===== src/rtl/assert_macros.svh =====
`ifndef ASSERT_MACROS_SVH
`define ASSERT_MACROS_SVH

// Concurrent checks sampled on clk, off while arst_n is low.
`define ASSERT_ALWAYS(lbl, cond) \
	lbl: assert property (@(posedge clk) disable iff (!arst_n) (cond)) \
		else $error("assertion failed");

`define ASSERT_NEXT(lbl, ante, cons) \
	lbl: assert property (@(posedge clk) disable iff (!arst_n) (ante) |=> (cons)) \
		else $error("assertion failed");

`define ASSERT_SAME(lbl, ante, cons) \
	lbl: assert property (@(posedge clk) disable iff (!arst_n) (ante) |-> (cons)) \
		else $error("assertion failed");

`endif


===== src/rtl/bmt_pkg.sv =====
package bmt_pkg;

	localparam int WORD_W = 64;

	// register indexes of the configuration port
	localparam logic CFG_NUM_VARS  = 1'b0;
	localparam logic CFG_DIRECTION = 1'b1;

	localparam logic [WORD_W-1:0] HALF_MASK [6] = '{
		64'h5555555555555555,
		64'h3333333333333333,
		64'h0F0F0F0F0F0F0F0F,
		64'h00FF00FF00FF00FF,
		64'h0000FFFF0000FFFF,
		64'h00000000FFFFFFFF
	};

	typedef struct packed {
		logic       ld;      // write input word
		logic       rd;      // read both store ports
		logic       xw;      // write xor of the two read words
		logic       up;      // upward direction
		logic [2:0] passes;  // in-word butterfly passes
	} bmt_cmd_t;

	// in-word butterfly passes, each pass fixed in shift and mask
	function automatic logic [WORD_W-1:0] anf_word(logic [WORD_W-1:0] v,
			logic [2:0] passes, logic up);
		logic [WORD_W-1:0] x;
		x = v;
		for (int i = 0; i < 6; i++) begin
			if (3'(i) < passes) begin
				if (up)
					x = x ^ ((x >> (1 << i)) & HALF_MASK[i]);
				else
					x = x ^ ((x & HALF_MASK[i]) << (1 << i));
			end
		end
		return x;
	endfunction

endpackage


===== src/rtl/bmt_ctrl.sv =====
module bmt_ctrl
	import bmt_pkg::*;
#(
	parameter int MAX_VARS = 12,
	parameter int AW = 6
) (
	input  logic          clk,
	input  logic          arst_n,
	input  logic          cfg_write,
	input  logic          cfg_index,
	input  logic [3:0]    cfg_data,
	input  logic          in_valid,
	output logic          in_stall,
	output logic          out_valid,
	input  logic          out_stall,
	output logic          last_word,
	output bmt_cmd_t      cmd,
	output logic [AW-1:0] wr_addr,
	output logic [AW-1:0] rd_addr_a,
	output logic [AW-1:0] rd_addr_b
);

	typedef enum logic [2:0] {
		S_LOAD,
		S_XRD,
		S_XWR,
		S_ERD,
		S_EOUT
	} state_t;

	state_t        state_q;
	logic [3:0]    nv_q;
	logic          up_q;
	logic [AW:0]   cnt_q;
	logic [2:0]    pass_q;
	logic [AW-1:0] pair_q;
	logic          valid_q;
	logic          last_q;

	logic [AW:0]   words;
	logic [AW-1:0] half;
	logic [3:0]    nx;
	logic [AW-1:0] step;
	logic [AW-1:0] low_mask;
	logic [AW-1:0] lo_w;
	logic [AW-1:0] hi_w;
	logic          in_take;
	logic          cnt_end;

	assign words    = (nv_q < 4'd6) ? (AW+1)'(1) : ((AW+1)'(1) << (nv_q - 4'd6));
	assign half     = words[AW:1];
	assign nx       = (nv_q > 4'd6) ? nv_q - 4'd6 : 4'd0;
	assign step     = AW'(1) << pass_q;
	assign low_mask = step - AW'(1);
	// insert a zero at the pass bit to get the lower word of the pair
	assign lo_w     = ((pair_q & ~low_mask) << 1) | (pair_q & low_mask);
	assign hi_w     = lo_w | step;
	assign in_take  = in_valid && !in_stall;
	assign cnt_end  = (cnt_q + (AW+1)'(1)) == words;

	assign in_stall  = (state_q != S_LOAD);
	assign out_valid = valid_q;
	assign last_word = last_q;

	always_comb begin
		cmd.ld     = 1'b0;
		cmd.rd     = 1'b0;
		cmd.xw     = 1'b0;
		cmd.up     = up_q;
		cmd.passes = (nv_q < 4'd6) ? nv_q[2:0] : 3'd6;
		wr_addr    = cnt_q[AW-1:0];
		rd_addr_a  = lo_w;
		rd_addr_b  = hi_w;
		unique case (state_q)
			S_LOAD: begin
				cmd.ld = in_take;
			end
			S_XRD: begin
				cmd.rd = 1'b1;
			end
			S_XWR: begin
				cmd.xw  = 1'b1;
				wr_addr = up_q ? lo_w : hi_w;
			end
			S_ERD: begin
				cmd.rd    = 1'b1;
				rd_addr_a = cnt_q[AW-1:0];
			end
			S_EOUT: begin
			end
			default: begin
			end
		endcase
	end

	always_ff @(posedge clk or negedge arst_n) begin
		if (!arst_n) begin
			state_q <= S_LOAD;
			nv_q    <= 4'(MAX_VARS);
			up_q    <= 1'b0;
			cnt_q   <= '0;
			pass_q  <= '0;
			pair_q  <= '0;
			valid_q <= 1'b0;
			last_q  <= 1'b0;
		end else if (cfg_write && cfg_index == CFG_NUM_VARS) begin
			// drop any partly loaded table
			nv_q  <= (cfg_data > 4'(MAX_VARS)) ? 4'(MAX_VARS) : cfg_data;
			cnt_q <= '0;
		end else begin
			unique case (state_q)
				S_LOAD: begin
					if (in_take) begin
						if (cnt_end) begin
							cnt_q  <= '0;
							pass_q <= '0;
							pair_q <= '0;
							state_q <= (nx == 4'd0) ? S_ERD : S_XRD;
						end else begin
							cnt_q <= cnt_q + (AW+1)'(1);
						end
					end
				end
				S_XRD: begin
					state_q <= S_XWR;
				end
				S_XWR: begin
					if (pair_q == half - AW'(1)) begin
						pair_q <= '0;
						if ({1'b0, pass_q} == nx - 4'd1) begin
							state_q <= S_ERD;
						end else begin
							pass_q  <= pass_q + 3'd1;
							state_q <= S_XRD;
						end
					end else begin
						pair_q  <= pair_q + AW'(1);
						state_q <= S_XRD;
					end
				end
				S_ERD: begin
					valid_q <= 1'b1;
					last_q  <= cnt_end;
					state_q <= S_EOUT;
				end
				S_EOUT: begin
					// hold the item until the receiver takes it
					if (!out_stall) begin
						valid_q <= 1'b0;
						if (last_q) begin
							cnt_q   <= '0;
							state_q <= S_LOAD;
						end else begin
							cnt_q   <= cnt_q + (AW+1)'(1);
							state_q <= S_ERD;
						end
					end
				end
				default: begin
					state_q <= S_LOAD;
				end
			endcase
			if (cfg_write && cfg_index == CFG_DIRECTION)
				up_q <= cfg_data[0];
		end
	end

endmodule


===== config.mk =====
export PLATFORM = sky130hd
export DESIGN_NAME = bmt_ctrl
export DESIGN_NICKNAME = d
export VERILOG_FILES = /design/src/rtl/assert_macros.svh /design/src/rtl/bmt_pkg.sv /design/src/rtl/bmt_ctrl.sv
export SDC_FILE = /design/constraint.sdc
export NUM_CORES = 1
export LEC_CHECK = 0
export BUFFER_PORTS_ARGS = -buffer_cell sky130_fd_sc_hd__buf_2
export CAP_MARGIN = 25
export CORE_MARGIN = 3
export CORE_UTILIZATION = 36
export CTS_BUF_LIST = sky130_fd_sc_hd__clkbuf_4
export DETAILED_ROUTE_END_ITERATION = 16
export PLACE_DENSITY = 0.57
export REMOVE_ABC_BUFFERS = 1
export SETUP_SLACK_MARGIN = 0.2
export SLEW_MARGIN = 25
export SYNTH_ARGS = -nofsm -noshare
export SYNTH_HDL_FRONTEND = slang
export SYNTH_SLANG_ARGS = --single-unit

===== constraint.sdc =====
create_clock -name clk -period 5.31 [get_ports clk]
set_clock_uncertainty 0.15 [all_clocks]
set_input_delay 0.531 -clock clk [delete_from_list [all_inputs] [get_ports clk]]
set_output_delay 0.531 -clock clk [all_outputs]
set_load 0.03 [all_outputs]

== Word-level counts from Yosys, hierarchy flattened ==
Cells that the tools add are included.

* Register bits: 26
* Output and inout bits: 28
* Logic and storage cells: 94

* $add $sub $neg: 7
* Order comparisons: 3
* Equal/unequal tests: 14
* Shift-type cells: 2
* Muxes and demuxes: 35
* Bitwise gates (word level): 7
* Reduce and logical (&&, ||, !) cells: 18

{| class="wikitable"
|+ Operators with widths
! cell !! number
|-
| two-way mux 7 bit || 6
|-
| two-way mux 6 bit || 6
|-
| two-way mux 3 bit || 9
|-
| one-hot mux 3 bit (5 select lines) || 1
|-
| one-hot mux 7 bit (2 select lines) || 1
|-
| bitwise OR 6 bit || 2
|-
| one-hot mux 6 bit (2 select lines) || 1
|-
| subtractor 6 x 1 -> 6 bit (second input constant) || 2
|-
| != test 2 bit (second input constant) || 5
|-
| two-way mux 4 bit || 2
|-
| AND reduction 4 bit || 2
|-
| adder 7 x 1 -> 7 bit (second input constant) || 1
|-
| == test 7 bit || 1
|-
| left shift 1 x 4 -> 7 bit (first input constant) || 1
|-
| adder 6 x 1 -> 6 bit (second input constant) || 1
|-
| bitwise AND 6 bit || 1
|-
| == test 3 x 2 -> 1 bit (second input constant) || 2
|-
| == test 6 bit || 1
|-
| two-way mux 2 bit || 3
|-
| != test 3 bit (second input constant) || 2
|-
| one-hot mux 3 bit (2 select lines) || 1
|-
| AND reduction 3 bit || 2
|-
| AND reduction 6 bit || 1
|-
| nonzero test 3 bit || 2
|-
| 22 further kinds || 30
|}

== Depth between registers and ports, before layout ==
* Depth after elaboration: 8
* Gate-level depth with buffers: 13

== Least setup slack after synthesis ==
OpenSTA, ideal clock, no wires.

* Path kind: reg2reg
* Start point: register nv_q[2]
* End point: register pass_q[0]
* Setup time: 0.125 ns
* Data arrival time: 3.404 ns
* Data required time: 5.035 ns
* Setup slack: 1.631 ns
* Stages on the path, launching flop included: 13
* Path buffers: 0
* Cell sequence: dfstp_2 ha_1 or4b_4 nor2_1 inv_1 ha_1 xnor2_1 xnor2_1 nand3_1 or4_4 and2_4 or3_4 mux2_2

* Longest elaborated chain between the ends: 7
* Elaborated cells between the ends (all ways): 15

{| class="wikitable"
|+ RTL lines
! item !! line !! text
|-
| from (decl) || bmt_ctrl.sv:32 || <nowiki>logic [3:0] nv_q;</nowiki>
|-
| from (signal assigned) || bmt_ctrl.sv:99 || <nowiki>nv_q <= 4'(MAX_VARS);</nowiki>
|-
| from (signal assigned) || bmt_ctrl.sv:108 || <nowiki>nv_q <= (cfg_data > 4'(MAX_VARS)) ? 4'(MAX_VARS) : cfg_data;</nowiki>
|-
| subtractor 4 x 3 -> 4 bit || bmt_ctrl.sv:50, bmt_ctrl.sv:52 ||
|-
| left shift 1 x 4 -> 7 bit || bmt_ctrl.sv:50 || <nowiki>assign words = (nv_q < 4'd6) ? (AW+1)'(1) : ((AW+1)'(1) << (nv_q - 4'd6));</nowiki>
|-
| two-way mux 7 bit || bmt_ctrl.sv:50 ||
|-
| subtractor 6 x 1 -> 6 bit || bmt_ctrl.sv:128 || <nowiki>if (pair_q == half - AW'(1)) begin</nowiki>
|-
| == test 6 bit || bmt_ctrl.sv:128 ||
|-
| != test 2 bit (no source line) || n/a ||
|-
| AND reduction 6 bit (no source line) (*) || n/a ||
|-
| to (signal assigned) || bmt_ctrl.sv:133 || <nowiki>pass_q <= pass_q + 3'd1;</nowiki>
|-
| to (decl) || bmt_ctrl.sv:35 || <nowiki>logic [2:0] pass_q;</nowiki>
|}

Every way passes the cells marked *; elsewhere a longest branch is shown, timed or not.
A chain may end at the register's enable or synchronous reset.

== Worst setup path after layout ==
* Start point: register nv_q[1]
* End point: register pass_q[0]

Same word-level chain as after synthesis.

==> results.sh <==
export IMPL_dpl_instance_area_sq_mm=0.002733
export IMPL_async_flop_share_pct=100.0
export IMPL_drive_above_1_share_pct=18.90
export IMPL_worst_slew_margin_rel_pct=52.39
export IMPL_synth_largest_area_cell="dfrtp_1"
export IMPL_syn2layout_area_growth_pct=9.960
export IMPL_cp_required_ps=5380
export IMPL_first_iter_violations=151
export IMPL_p_sw_uw=543.4
export IMPL_synth_area_per_cell_sq_um=7.827
export IMPL_die_x_um=89.54
export IMPL_status="finished clean"
export IMPL_r2r_slack_ps=1110
export IMPL_post_cts_buffers=0
export IMPL_routed_via_count=2375
export IMPL_crit_path_start="nv_q[1]$_DFFE_PN0P_"
export IMPL_die_area_sq_mm=0.008017
export IMPL_pre_cts_slack_ps=1153
export IMPL_r2r_end="pass_q[0]$_DFFE_PN0P_"
export IMPL_grt_setup_unrepaired="no"
export IMPL_ys_flop_type="dfrtp_1"
export IMPL_yosys_top_cells_count="nand2_1, a21oi_1, nor2_1"
export IMPL_reg2reg_from="nv_q[1]$_DFFE_PN0P_"
export IMPL_final_util_pct=42.07
export IMPL_p_int_uw=483.3
export IMPL_wirelength_mm=6.336
export IMPL_critPathMaxFanout=16
export IMPL_cts_tree="done"
export IMPL_fin_crit_ps=4200
export IMPL_yosys_area_share_simple_pct=28.69
export IMPL_r2r_cells=12
export IMPL_grt_pass1_vias=2092
export IMPL_critPathLaunchType="flip-flop"
export IMPL_setup_viol=0
export IMPL_fin_cells=437
export IMPL_fin_crit_sh_pct=79.10
export IMPL_synth_xor_area_share_pct=8.217
export IMPL_dp_hpwl_mm=4.929
export IMPL_die_y_um=89.54
export IMPL_antenna_found_initial=0
export IMPL_p_leak_uw=0.001246
export IMPL_ioPinCount=38
export IMPL_htreeDepth=1
export IMPL_grt_pass1_wl_mm=10.40
export IMPL_ys_types=65
export IMPL_ant_nets=0
export IMPL_holdBufCountCts=0
export IMPL_path_class="flip-flop to flip-flop"
export IMPL_numPortBuffers=37
export IMPL_synth_edf_count=0
export IMPL_yosysSeqAreaShare_pct=26.00
export IMPL_grt_usage_pct=16.57
export IMPL_synth_warnings=0
export IMPL_clkTransAtPathRegs_ps=140
export IMPL_synthCells=321
export IMPL_nNetsFinal=366
export IMPL_dp_cells=433
export IMPL_insertion_delay_ps=320
export IMPL_pwr_share_comb_pct=59.5
export IMPL_maxSlewViolCount=0
export IMPL_clk_path_buf_depth=2
export IMPL_synth_mux_area_share_pct=3.486
export IMPL_initial_utilization_pct=38.25
export IMPL_synth_area_leaders="dfrtp_1, nand2_1, ha_1"
export IMPL_cts_made_buffers=3
export IMPL_fmax_ghz=0.2381
export IMPL_yosysMostFrequentCell="nand2_1"
export IMPL_rows=29
export IMPL_cts_sink_count=26
export IMPL_syn_area_sq_mm=0.002512
export IMPL_n_antenna_cell=0
export IMPL_crit_path_end_kind="flip-flop"
export IMPL_arrival_ps=4270
export IMPL_endpoint="pass_q[0]$_DFFE_PN0P_"
export IMPL_synth_top_family_by_area="simple AND/OR/NAND/NOR gates"
export IMPL_synth_compound_area_share_pct=22.21
export IMPL_tns_ps=0
export IMPL_swShare_pct=52.93
export IMPL_via_per_inst=5.435
export IMPL_final_area_sq_mm=0.002763
export IMPL_core_area_sq_mm=0.006568
export IMPL_grt_ovfl_total=0
export IMPL_peakVddDrop_mv=0.2585
export IMPL_yosys_area_share_adder_pct=5.478
export IMPL_cap_viol_max_count=0
export IMPL_route_detailed_drc=0
export IMPL_min_path_type="input pin to asynchronous set/reset pin"
export IMPL_cts_root_buffer="clkbuf_4"
export IMPL_dr_pass1_iters=4
export IMPL_grt_start_max_net_pins=27
export IMPL_synth_top_area_share_pct=23.90
export IMPL_seqPwrFrac_pct=31.3
export IMPL_nFillCells=709
export IMPL_gp_congestion=0.8868
export IMPL_synth_seq_cells=26
export IMPL_clkPwrFrac_pct=9.2
export IMPL_worst_slack_ps=1110
export IMPL_cts_repair_resized=0
export IMPL_wl_per_cell_um=14.50
export IMPL_finalHoldViolations=0
export IMPL_tightest_slew_ps=709.8
export IMPL_powerDensity_mw_per_mm2=371.7
## flip-flops by register name, indices dropped and copies added (netlist names)
register / flops
cnt_q: 7
last_word: 1
nv_q: 4
out_valid: 1
pair_q: 6
pass_q: 3
state_q: 3
up_q: 1
## power groups by stage
| stage | registers (uW) | logic (uW) | clock network [uW] |
|---|---|---|---|
| 2_1_floorplan | 314 | 450 | 0 |
| 3_3_place_gp | 323 | 608 | 0 |
| 3_5_place_dp | 325 | 610 | 0 |
| 4_1_cts | 322 | 612 | 101 |
| 5_1_grt | 334 | 672 | 107 |
| 6_report | 321 | 611 | 94.7 |
## cell usage in the layout, fill, tap and decap left out, types with 4 or more instances in the layout
| master | count |
|---|---|
| mux2_2 | 6 |
| or3_1 | 5 |
| o21ai_0 | 21 |
| o31ai_1 | 4 |
| xor2_1 | 5 |
| inv_1 | 18 |
| nor2_1 | 25 |
| buf_2 | 37 |
| nand2b_1 | 8 |
| nand3_1 | 11 |
| ha_1 | 11 |
| nand2_1 | 43 |
| xnor2_1 | 14 |
| clkbuf_4 | 4 |
| nor2b_1 | 4 |
| a21oi_1 | 25 |
| nor3_1 | 6 |
| dfrtp_1 | 24 |
## cell type report
class | instances | area [sq um] | share of cell area, %
clock buffers | 4 | 30.03 | 1.087
inverters | 18 | 67.56 | 2.446
multi-input cells | 259 | 1710 | 61.91
flip-flops and latches | 26 | 653.1 | 23.64
well taps | 93 | 116.4 | 4.212
repair buffers | 37 | 185.2 | 6.703
## cells by family (layout without fill, tap and decap cells)
| family | count (synthesis) | in the layout |
|---|---|---|
| simple gates | 134 | 134 |
| xor+xnor | 21 | 21 |
| mux | 8 | 8 |
| buf+inv | 36 | 59 |
| compound gates | 85 | 85 |
| fa+ha+maj | 11 | 11 |
| flops | 26 | 26 |
## how the worst min path moves through the flow
stage / startpoint / to / slack [ps] / depth (start not counted)
after floorplan: arst_n / cnt_q[0]$_DFFE_PN0P_ / 90 / 0
after global placement: nv_q[2]$_DFFE_PN1P_ / nv_q[2]$_DFFE_PN1P_ / 350 / 2
after detailed placement: nv_q[2]$_DFFE_PN1P_ / nv_q[2]$_DFFE_PN1P_ / 370 / 2
after CTS: arst_n / cnt_q[6]$_DFFE_PN0P_ / 70 / 1
after global routing: arst_n / cnt_q[6]$_DFFE_PN0P_ / 90 / 1
final: arst_n / nv_q[1]$_DFFE_PN0P_ / 40 / 1
## metrics by stage
| step | power (uW) | hold WS [ps] |
|---|---|---|
| 2_1_floorplan | 763.8 | 85.41 |
| 3_5_place_dp | 935.2 | 365.8 |
| 3_3_place_gp | 931.2 | 354.6 |
| 4_1_cts | 1034 | 69.08 |
| 6_report | 1027 | 44.06 |
| 5_1_grt | 1114 | 85.82 |
## critical path, stage by stage (launching register included)
cell and delay (ps):
dfrtp_1 690, ha_1 520, or4b_4 610, nor2_1 130
inv_1 60, ha_1 200, xnor2_1 180, xnor2_1 150
nand3_1 90, or4_4 450, and2_4 200, or3_4 390
mux2_2 260
## metal layers
layer / wire length, um / GRT usage [%] / vias to the layer above / share of wire, %
met5: 0 / 0 / - / 0
met4: 125 / 4.060 / 0 / 2.0
met3: 285 / 2.488 / 10 / 4.5
met2: 2652 / 25.00 / 69 / 42
met1: 3271 / 24.62 / 1111 / 52
li1: - / - / 1185 / -
Power figures use the tool's default switching activity.
